## config.mk

```make
export PLATFORM = sky130hd
export DESIGN_NAME = mwce_cell
export DESIGN_NICKNAME = d
export VERILOG_FILES = /design/src/mwce_cell.sv
export SDC_FILE = /design/constraint.sdc
export NUM_CORES = 1
export LEC_CHECK = 0
export ABC_AREA = 1
export BUFFER_PORTS_ARGS = -buffer_cell sky130_fd_sc_hd__buf_2
export CAP_MARGIN = 10
export CORE_AREA = 2 2 39 41
export CTS_CLUSTER_DIAMETER = 60
export DETAILED_ROUTE_END_ITERATION = 7
export DIE_AREA = 0 0 41 43
export HOLD_SLACK_MARGIN = 0.08
export SYNTH_ARGS = -nofsm -noshare
export SYNTH_HDL_FRONTEND = slang
export SYNTH_SLANG_ARGS = --single-unit
```

## constraint.sdc

```tcl
create_clock -name clk -period 0.85 [get_ports clk]
set_input_delay 0.085 -clock clk [delete_from_list [all_inputs] [get_ports clk]]
set_output_delay 0.085 -clock clk [all_outputs]
set_load 0.01 [all_outputs]
```

## src/mwce_cell.sv

```systemverilog
// One cell of the circulating column chain: holds the position of one strip.
// Standalone; instantiated once per strip by the top level.
module mwce_cell #(
	parameter int PW        = 10,
	parameter int RESET_VAL = 200
) (
	input  logic                 clk,
	input  logic                 arst_n,
	input  logic                 shift,
	input  logic signed [PW-1:0] d,
	output logic signed [PW-1:0] q
);

	logic signed [PW-1:0] pos_q;

	// Every cell takes its neighbour's value while the chain turns.
	always_ff @(posedge clk or negedge arst_n) begin
		if (!arst_n) begin
			pos_q <= PW'(RESET_VAL);
		end else if (shift) begin
			pos_q <= d;
		end
	end

	assign q = pos_q;

endmodule

```

==> summary.md <==
| Metric | Value |
|---|---|
| Adder-Cell Fraction of Synth Area | `0%` |
| Simple logic cell fraction of the synthesized area | `just under 30%` |
| XOR/XNOR share of the synthesized area | `0%` |
| Placer Congestion | `~0.65` |
| CTS tree | `done` |
| Layout cells sized above 1 | `~40%` |
| DR WL/cell | `slightly below 10 um` |
| First-pass GRT wire length | `between 1000 and 1500 um` |
| CTS root buf | `clkbuf_4` |
| Compound-Gate Fraction of Synth Area | `0%` |
| WP data arrival | `0.90 ns` |
| Hold Vio Cnt, Final | `0` |
| Drc violations | `0` |
| Placeable Area | `between 0.001 and 0.0015 mm^2` |
| Max FFs per register | `10` |
| Sequential share of the synthesized area | `between 60% and 70%` |
| Pleak | `~0.00038 uW` |
| Largest family of logic cells by synthesized area | `simple AND/OR/NAND/NOR gates` |
| Final Slew Violations | `0` |
| Worst R2R End | `q[7]$_DFFE_PN1P_` |
| Vias in the first global route | `approximately 330` |
| Synthesized area per cell | `9.09 um^2` |
| Vias/cell | `approximately 4.1` |
| Via count | `approximately 390` |
| Fmax | `about 1 GHz` |
| Worst setup margin | `-0.139 ns` |
| CP delay by family, top | `flip-flops` |
| Clock Path Buffers | `2` |
| R2r setup slk | `around 0.020 ns` |
| First-pass detailed-route iteration total | `2` |
| Crit-path max cell delay | `0.55 ns` |
| Violated checks | `negative setup slack` |
| Crit path capture type | `output port` |
| H-tree depth | `1` |
| Crit path kind | `flip-flop to output port` |
| Clock Skew | `0 ns` |
| Dpl ws | `approximately 0.13 ns` |
| Worst-path clk slew | `roughly 0.07 ns` |
| Hold Path Stages | `3` |
| Worst Hold Launch | `shift` |
| Crit-path max FO | `2` |
| Top Ports | `23` |
| Placed cell area | `approximately 500 um^2` |
| Sw frac | `approximately 23%` |
| Buf/Inv on CP | `1` |
| Initial antenna violation count | `0` |
| Ant. Diodes | `0` |
| Setup TNS | `-0.398 ns` |
| Largest net degree at the start of global routing | `12` |
| Mapped Nets | `55` |
| R2r startpoint | `q[7]$_DFFE_PN1P_` |
| DR iter-0 viols | `2` |
| Int Power | `just over 900 uW` |
| Layout area overhead | `80.3%` |
| Rows | `14` |
| CP Cell Sequence | `buf_6` |
| Nets | `95` |
| Critical Path RT | `about 0.76 ns` |
| GR Util All Layers | `between 10% and 20%` |
| Starting Density | `27.6%` |
| Gate power share | `19.2%` |
| Grt ovf | `0` |
| P_sw | `approximately 270 uW` |
| Main area contributors after synthesis | `dfrtp_1 (46%), nand2_1 (30%), dfstp_2 (21%), buf_6 (3.0%), inv_2 (0.98%)` |
| Worst VDD drop | `777 uV` |
| Mux share of post-synthesis cell area | `0%` |
| Number of cells on the worst reg-to-reg path | `3` |
| Mapped cell area | `382 um^2` |
| Maxcap violations | `0` |
| Worst setup SP type | `flip-flop` |
| Finished Cell Area | `between 600 and 700 um^2` |
| Area leader, netlist | `dfrtp_1` |
| Synth top area share | `45.9%` |
| Die Ht | `around 43 um` |
| Die ar. | `0.00176 mm^2` |
| Commonest non-fill, non-tap cell in the layout | `nand2_1` |
| Die W | `roughly 41 um` |
| Worst Tran Pin Value | `~0.22 ns` |
| Total CTS buffers | `3` |
| Reg power frac | `a little under half` |
| Min-delay worst type | `input port to flip-flop` |
| Slowest cell on crit path | `dfstp_2` |
| RSZ-0062 raised after global routing | `yes` |
| Final wirelength | `946 um` |
| Crit path launch | `q[7]$_DFFE_PN1P_` |
| Clock power share | `34.4%` |
| Final setup viols | `8` |
| Worst rel slew slack | `between 80 and 90%` |
| TritonCTS Sinks | `10` |
| Minimum clock period | `~0.99 ns` |
| Port buffer count | `22` |
| Synth warnings | `0` |
| Hold endpoint | `q[6]$_DFFE_PN1P_` |
| Syn Inst Count | `42` |
| Worst-Skew Late Latency | `0.26 ns` |
| Most frequent cells in the layout | `nand2_1 (30), buf_2 (19), dlygate4sd3_1 (11)` |
| Status | `complete, but fails checks` |
| Crit share post-route | `116%` |
| Pwr Density | `between 1500 and 2000 mW/mm^2` |
| Netlist cell types | `5` |
| Synthesis-stage register bit count | `10` |
| Final ANT Viol Nets | `0` |
| Hpwl dp | `559 um` |
layout make-up:
cell class              instances  area [um^2]
multi-input cells              30          113
fillers                       148          696
repair buffers                 36          262
clock buffers                   4         36.3
well taps                      16         20.0
inverters                       1         3.75
flip-flops and latches         10          254
metal layers:
| layer | track usage, % | share of wire (%) | vias to the layer above | wire length (um) |
|---|---|---|---|---|
| met5 | 0 | 0 | - | 0 |
| met4 | 6.00 | 0 | 0 | 0 |
| met3 | 3.14 | 7.6 | 0 | 72 |
| met2 | 19.7 | 53 | 14 | 497 |
| met1 | 11.6 | 40 | 176 | 377 |
| li1 | - | - | 204 | - |
synthesized netlist by cell type:
library cell / count
nand2_1: 30
dfrtp_1: 7
dfstp_2: 3
buf_6: 1
inv_2: 1
power groups by stage:
| stage | Clock [uW] | Sequential (uW) | Combinational [uW] |
|---|---|---|---|
| final | 408 | 551 | 227 |
| after global routing | 458 | 556 | 257 |
| after CTS | 426 | 550 | 210 |
| after detailed placement | 0 | 554 | 158 |
| after global placement | 0 | 553 | 155 |
| after floorplan | 0 | 579 | 51.1 |
logic make-up (layout without fill, tap and decap cells):
family                 Yosys count  after routing
and+or+nand+nor                 30             30
buffers and inverters            2             41
DFF                             10             10
how the worst max path moves through the flow:
| stage | cells past startpoint | slack (ns) | to |
|---|---|---|---|
| after floorplan | 2 | 0.16 | q[3]$_DFFE_PN1P_ |
| after global placement | 1 | 0.15 | q[3] |
| after detailed placement | 4 | 0.13 | q[0]$_DFFE_PN0P_ |
| after CTS | 1 | -0.13 | q[7] |
| after global routing | 1 | -0.18 | q[7] |
| final | 1 | -0.14 | q[7] |
timing repair:
action	4_1_cts	5_1_grt
hold buffers	11	0
endpoints found under the hold margin	20	0
setup endpoints to repair	10	10
setup buffers	0	3
resized for setup	3	0
metrics by stage:
| stage | util [%] | power, uW | hold WS (ns) | cells |
|---|---|---|---|---|
| CTS | 48.1 | 1190 | 0.135 | 94 |
| detailed placement | 36.2 | 712 | -0.0518 | 79 |
| floorplan | - | 630 | -0.211 | 42 |
| finish | 49.7 | 1190 | 0.139 | 97 |
| global route | 49.7 | 1270 | 0.153 | 97 |
| global placement | 36.2 | 708 | -0.0478 | 79 |
(Power assumes the default switching activity.)
