**src/mwce_cdiv.sv**
```systemverilog
// Division by a fixed divisor through a rounded-up reciprocal multiplication.
// Standalone; the top level uses one per scaled coordinate.
module mwce_cdiv #(
	parameter int NW      = 23,
	parameter int DIVISOR = 160
) (
	input  logic          clk,
	input  logic          arst_n,
	input  logic          load,
	input  logic [NW-1:0] dividend,
	output logic          done,
	output logic [NW-1:0] quotient
);

	// With SH = NW + clog2(DIVISOR), (x * MAGIC) >> SH equals x / DIVISOR for every NW-bit x.
	localparam int          SH      = NW + $clog2(DIVISOR);
	localparam logic [63:0] MAGIC64 = ((64'd1 << SH) + 64'(DIVISOR) - 64'd1) / 64'(DIVISOR);
	localparam logic [NW:0] MAGIC   = MAGIC64[NW:0];
	localparam int          PROD_W  = 2 * NW + 1;

	logic              run_q;
	logic [NW-1:0]     dvd_q;
	logic [NW-1:0]     quo_q;
	logic [PROD_W-1:0] prod;

	assign prod = PROD_W'(dvd_q) * PROD_W'(MAGIC);

	always_ff @(posedge clk or negedge arst_n) begin
		if (!arst_n) begin
			run_q <= 1'b0;
		end else begin
			run_q <= load;
		end
	end

	// The dividend is registered first, the scaled product in the cycle after.
	always_ff @(posedge clk) begin
		if (load) begin
			dvd_q <= dividend;
		end
		if (run_q) begin
			quo_q <= NW'(prod >> SH);
		end
	end

	assign done     = !run_q;
	assign quotient = quo_q;

endmodule

```
**config.mk**
```make
export PLATFORM = sky130hd
export DESIGN_NAME = mwce_cdiv
export DESIGN_NICKNAME = d
export VERILOG_FILES = /design/src/mwce_cdiv.sv
export SDC_FILE = /design/constraint.sdc
export NUM_CORES = 1
export LEC_CHECK = 0
export BUFFER_PORTS_ARGS = -buffer_cell sky130_fd_sc_hd__buf_2
export CORE_MARGIN = 1.5
export CORE_UTILIZATION = 45
export CTS_BUF_LIST = sky130_fd_sc_hd__clkbuf_8
export CTS_CLUSTER_DIAMETER = 100
export DETAILED_ROUTE_END_ITERATION = 16
export PLACE_DENSITY_LB_ADDON = 0.2
export SKIP_CTS_REPAIR_TIMING = 1
export SLEW_MARGIN = 5
export SYNTH_ARGS = -nofsm -noshare
export SYNTH_HDL_FRONTEND = slang
export SYNTH_SLANG_ARGS = --single-unit
```
**constraint.sdc**
```tcl
create_clock -name clk -period 6.7 [get_ports clk]
set_input_delay 1.34 -clock clk [delete_from_list [all_inputs] [get_ports clk]]
set_output_delay 1.34 -clock clk [all_outputs]
set_load 0.005 [all_outputs]
```
==> flow_metrics.env, run 1 <==
export IMPL_status="completed"
export IMPL_drive_gt1_share_pct=7.47
export IMPL_synthSimpleGateAreaFrac_pct=5.67
export IMPL_viasPerCell=5.02
export IMPL_fin_crit_ns=6.36
export IMPL_dr_total_vias=6192
export IMPL_synth_compound_area_share_pct=9.60
export IMPL_place_gp_congestion=0.902
export IMPL_synth_seq_cells=40
export IMPL_grt_first_pass_wirelength_um=36700
export IMPL_fmax_mhz=157
export IMPL_initial_core_util_pct=45.9
export IMPL_synth_cells=919
export IMPL_hold_viol=0
export IMPL_worstMarginPinSlew_ns=0.847
export IMPL_drv_slew=0
export IMPL_fin_skew_ns=0.0170
export IMPL_rsz0062_at_grt="false"
export IMPL_grt_pass1_vias=6797
export IMPL_ant_nets=0
export IMPL_synth_xor_area_share_pct=1.42
export IMPL_cp_end_kind="flip-flop"
export IMPL_tns_ns=0
export IMPL_core_area_sq_um=20200
export IMPL_wl_per_cell_um=17.8
export IMPL_arrival_ns=6.45
export IMPL_yosysTopAreaCell="fa_1"
export IMPL_critical_path_class="reg2reg"
export IMPL_final_common_cell="inv_1"
export IMPL_ys_top_cells_by_area="fa_1 (31%), ha_1 (27%), edfxtp_1 (13%), inv_1 (11%), a21oi_1 (2.4%)"
export IMPL_period_share_pct=94.9
export IMPL_cts_tree="yes"
export IMPL_grt_usage_pct=22.5
export IMPL_layout_nets=1334
export IMPL_synthFlopType="edfxtp_1"
export IMPL_synth_edf_count=39
export IMPL_dieHeight_um=146
export IMPL_async_flop_share_pct=2.50
export IMPL_cts_buffers=5
export IMPL_clock_sinks=40
export IMPL_fin_util_pct=49.0
export IMPL_ios=50
export IMPL_syn2layout_area_growth_pct=6.84
export IMPL_io_buffers=42
export IMPL_clock_latency_ns=0.34
export IMPL_fillers=1891
export IMPL_drc=0
export IMPL_antennaDiodeCount=0
export IMPL_layout_common_cells="inv_1 (268), ha_1 (202), fa_1 (143), a21oi_1 (44), buf_2 (42)"
export IMPL_clk_pin_slew_ns=0.11
export IMPL_row_count=52
export IMPL_grt_max_degree=25
export IMPL_die_area_sq_um=21400
export IMPL_drt_iter0_markers=297
export IMPL_ys_seq_area_share_pct=12.9
export IMPL_htree_levels=2
export IMPL_antenna_found_initial=0
export IMPL_drv_cap=0
export IMPL_synth_area_sq_um=9250
export IMPL_holdCritPathClass="in2async"
export IMPL_setup_viol_count_final=0
export IMPL_clockBufferDepth=2
export IMPL_synth_cell_types=60
export IMPL_synth_top_family_by_area="adder cells"
export IMPL_routed_wirelength_um=21900
export IMPL_critPathMaxFanout=6
export IMPL_synth_top_cell_area_share_pct=30.9
export IMPL_worstPathRequired_ns=6.80
export IMPL_dieWidth_um=146
export IMPL_synth_fa_ha_area_share_pct=58.3
export IMPL_grt_overflow_total=0
export IMPL_dpl_cell_area_sq_um=9770
export IMPL_fin_area_sq_um=9880
export IMPL_syn_avg_cell_area_sq_um=10.1
export IMPL_slew_limit_headroom_pct=43.5
export IMPL_critPathLaunchType="flip-flop"
export IMPL_root_buffer="clkbuf_8"
export IMPL_hpwl_um=19400
export IMPL_synth_area_mux_share_pct=0.216
export IMPL_ys_warn_count=0
export IMPL_firstDrtPassIters=5
[worst max-delay path, cell delays in order (launching register included)]
cell	delay, ns
edfxtp_1	0.50
ha_1	0.36
inv_1	0.07
fa_1	0.59
inv_1	0.08
fa_1	0.39
fa_1	0.56
fa_1	0.44
fa_1	0.56
inv_1	0.08
fa_1	0.54
inv_1	0.04
ha_1	0.35
a21oi_1	0.22
nor2b_1	0.07
o21ai_0	0.15
nand4bb_1	0.17
o211a_4	0.32
or4_1	0.42
and4_1	0.19
[metrics by stage]
| step | std cells | hold WS, ns | setup WS, ns |
|---|---|---|---|
| 6_report | 1234 | 0.759 | 0.343 |
| 5_1_grt | 1234 | 0.739 | 0.0187 |
| 4_1_cts | 1234 | 0.742 | 0.355 |
| 3_5_place_dp | 1226 | 0.925 | 0.408 |
| 3_3_place_gp | 1226 | 0.936 | 0.463 |
| 2_1_floorplan | 925 | 0.784 | 0.820 |
[flip-flops by register name (all words and copies together), names as in the netlist]
register and count:
dvd_q 23, run_q 1, quotient 16
[cells in the mapped netlist (6+ instances only)]
cell type and n:
nor3_1 6, o21a_1 7, nand2_1 31, o21ai_0 15, clkbuf_1 8, edfxtp_1 39, nand4_1 12, xnor2_1 10
nand3_1 13, a21oi_1 44, ha_1 202, a21o_1 12, buf_4 8, nor2_1 17, fa_1 143, inv_1 268
[layout make-up]
type	count	area, sq um	share of cell area (%)
clock buffer	5	68.8	0.696
clock inverter	3	46.3	0.468
inverter	268	1010	10.2
multi-input combinational	601	6980	70.6
sequential	40	1200	12.1
tap	270	338	3.42
timing repair buffer	47	248	2.51
[path summary, 6_finish.rpt]
path | slack [ns] | from | endpoint | depth (start not counted)
worst max-delay path | 0.34 | dvd_q[8] | quotient[4] | 19
worst min-delay path | 0.76 | arst_n | run_q | 1
worst min register to register | 0.94 | run_q | quotient[10] | 0
max in group asynchronous | 5.86 | arst_n | run_q | 1
worst max register to register | 0.34 | dvd_q[8] | quotient[4] | 19
min in group clk | 0.94 | run_q | quotient[10] | 0
[kinds of logic (layout without fill, tap and decap cells)]
group | after synthesis | in the layout
and+or+nand+nor | 103 | 103
other | 1 | 7
adders and majority gates | 345 | 345
DFF | 40 | 40
AOI/OAI and AO/OA | 129 | 129
xor gates and xnor gates | 15 | 15
muxes | 2 | 2
buffers and inverters | 284 | 323
[layer usage]
layer | vias to the layer above | global-route usage, % | share of wire, %
met1 | 3008 | 33.0 | 49
li1 | 3057 | - | -
met2 | 111 | 36.2 | 46
met5 | - | 0 | 0
met3 | 16 | 2.56 | 3.1
met4 | 0 | 4.44 | 1.6
Power of run 1 is left out: the tool's default activity adds up to more than one toggle a clock period on the data nets, which glitch-free logic cannot reach.
==> run 2: changes to the inputs <==
==> constraint.sdc (replaced) <==
create_clock -name clk -period 5.2 [get_ports clk]
set_input_delay 1.04 -clock clk [delete_from_list [all_inputs] [get_ports clk]]
set_output_delay 1.04 -clock clk [all_outputs]
set_load 0.005 [all_outputs]
==> run 2 against run 1 <==
Against the previous run:
- the flow now finishes with violations (setup timing)
- final area rose by 18%
- register-to-register slack got worse by 1.2 ns
- wire length rose by 9.4%
- critical path depth rose by 2
- count of clock-buffer cells in the layout did not move
- sequential cell count did not move
- hold slack got worse by 0.28 ns
- setup slack got worse by 1.2 ns
- final cell count rose by 16%
- first-iteration DRC count rose by 10%
- sequential share of layout area fell by 1.9 points
==> flow_metrics.env, run 2 (same netlist as run 1, synthesis figures left out) <==
export IMPL_dpl_cell_area_sq_um=11200
export IMPL_drv_cap=0
export IMPL_worstPathRequired_ns=5.30
export IMPL_top_layer="met4"
export IMPL_dieWidth_um=146
export IMPL_worst_r2r_endpoint="quotient[3]"
export IMPL_dr_total_vias=6998
export IMPL_critical_path_class="reg2reg"
export IMPL_violations="setup timing"
export IMPL_cts_buffers=5
export IMPL_row_count=52
export IMPL_pre_cts_slack_ns=-0.895
export IMPL_htree_levels=2
export IMPL_rr_worst_depth=21
export IMPL_route_met3_wl_um=1140
export IMPL_grt_overflow_total=0
export IMPL_critPathLaunchType="flip-flop"
export IMPL_firstDrtPassIters=5
export IMPL_slew_limit_headroom_pct=50.2
export IMPL_grt_pass1_vias=7561
export IMPL_ant_nets=0
export IMPL_grt_max_degree=25
export IMPL_multiInputGateArea_sq_um=7350
export IMPL_clock_latency_ns=0.33
export IMPL_die_area_sq_um=21400
export IMPL_final_common_cell="inv_1"
export IMPL_fin_area_sq_um=11700
export IMPL_fillers=1781
export IMPL_regMostFlops="dvd_q"
export IMPL_period_share_pct=116
export IMPL_wl_per_cell_um=16.8
export IMPL_drc=0
export IMPL_ios=50
export IMPL_cp_end_kind="flip-flop"
export IMPL_antenna_found_initial=0
export IMPL_drv_slew=0
export IMPL_clk_pin_slew_ns=0.10
export IMPL_critPathMaxFanout=3
export IMPL_met1_length_um=11500
export IMPL_initial_core_util_pct=45.9
export IMPL_timing_rr_start="dvd_q[7]"
export IMPL_core_area_sq_um=20200
export IMPL_met2_length_um=11100
export IMPL_cts_tree="yes"
export IMPL_clockBufferDepth=2
export IMPL_clock_sinks=40
export IMPL_largest_register_ff_count=23
export IMPL_fin_skew_ns=0.0137
export IMPL_fin_util_pct=57.9
export IMPL_setup_ws_ns=-0.838
export IMPL_viasPerCell=4.91
export IMPL_r2r_slack_ns=-0.84
export IMPL_io_buffers=42
export IMPL_fin_cells=1426
export IMPL_drt_iter0_markers=328
export IMPL_seqCellArea_sq_um=1200
export IMPL_grt_first_pass_wirelength_um=39300
export IMPL_antennaDiodeCount=0
export IMPL_setup_viol_count_final=16
export IMPL_place_gp_congestion=0.937
export IMPL_hold_viol=0
export IMPL_drive_gt1_share_pct=28.5
export IMPL_place_inst=1400
export IMPL_fmax_mhz=166
export IMPL_hpwl_um=21100
export IMPL_worstMarginPinSlew_ns=0.747
export IMPL_fin_crit_ns=6.04
export IMPL_layout_common_cells="inv_1 (254), buf_4 (193), ha_1 (186), fa_1 (134), buf_2 (42)"
export IMPL_status="finished, violations left"
export IMPL_arrival_ns=6.13
export IMPL_layout_nets=1526
export IMPL_syn2layout_area_growth_pct=26.3
export IMPL_dieHeight_um=146
export IMPL_grt_usage_pct=24.1
export IMPL_rsz0062_at_grt="true"
export IMPL_routed_wirelength_um=24000
export IMPL_root_buffer="clkbuf_8"
export IMPL_holdCritPathClass="in2async"
==> run 2: cell types whose count changed in the layout (fill, tap and decap cells not counted), moves of 4 or more <==
cell | previous run | this run
a21oi_1 | 44 | 37
a21oi_2 | 3 | 8
buf_4 | 5 | 193
buf_6 | 0 | 4
fa_1 | 143 | 134
fa_2 | 0 | 9
ha_1 | 202 | 186
ha_4 | 0 | 15
inv_1 | 268 | 254
inv_2 | 0 | 15
o21ai_0 | 15 | 10
==> run 2: worst max path at each step <==
stage,slack [ns],cells after the start,from,to
2_1_floorplan,-0.51,19,dvd_q[8],quotient[8]
3_3_place_gp,-0.81,19,dvd_q[16],quotient[13]
3_5_place_dp,-0.89,21,dvd_q[6],quotient[10]
4_1_cts,-0.90,21,dvd_q[6],quotient[10]
5_1_grt,-1.06,20,dvd_q[7],quotient[10]
6_report,-0.84,21,dvd_q[7],quotient[3]
==> run 2: layer usage <==
layer	track usage, %	vias up
met3	3.91	19
li1	-	3445
met1	35.0	3399
met4	4.09	0
met5	0	-
met2	38.6	135
==> run 2: cell type report <==
class / instances / area share [%]
clock buffer: 5 / 0.589
tap: 270 / 2.89
sequential: 40 / 10.2
inverter: 268 / 8.61
multi-input combinational: 601 / 62.9
clock inverter: 3 / 0.139
timing repair buffer: 239 / 14.6
==> run 2: critical path, stage by stage, from the launching register on <==
cell and delay (ns):
edfxtp_1 0.45, ha_4 0.29, inv_2 0.04, fa_1 0.56, inv_2 0.05, fa_2 0.57, fa_2 0.47, fa_1 0.49
inv_1 0.05, fa_1 0.48, inv_2 0.04, fa_1 0.57, inv_2 0.06, ha_4 0.26, nand2_1 0.08, o41ai_2 0.31
nand2_1 0.08, o31a_1 0.31, buf_4 0.17, o31ai_4 0.24, a21oi_2 0.10, xnor2_1 0.12
==> run 2: metrics by stage <==
step	hold WS, ns	setup TNS [ns]
final	0.478	-12.20
after global routing	0.466	-15.40
after floorplan	0.744	-5.73
after CTS	0.462	-12.91
after global placement	0.816	-11.66
after detailed placement	0.818	-12.69
Power of run 2 is left out for the same reason.
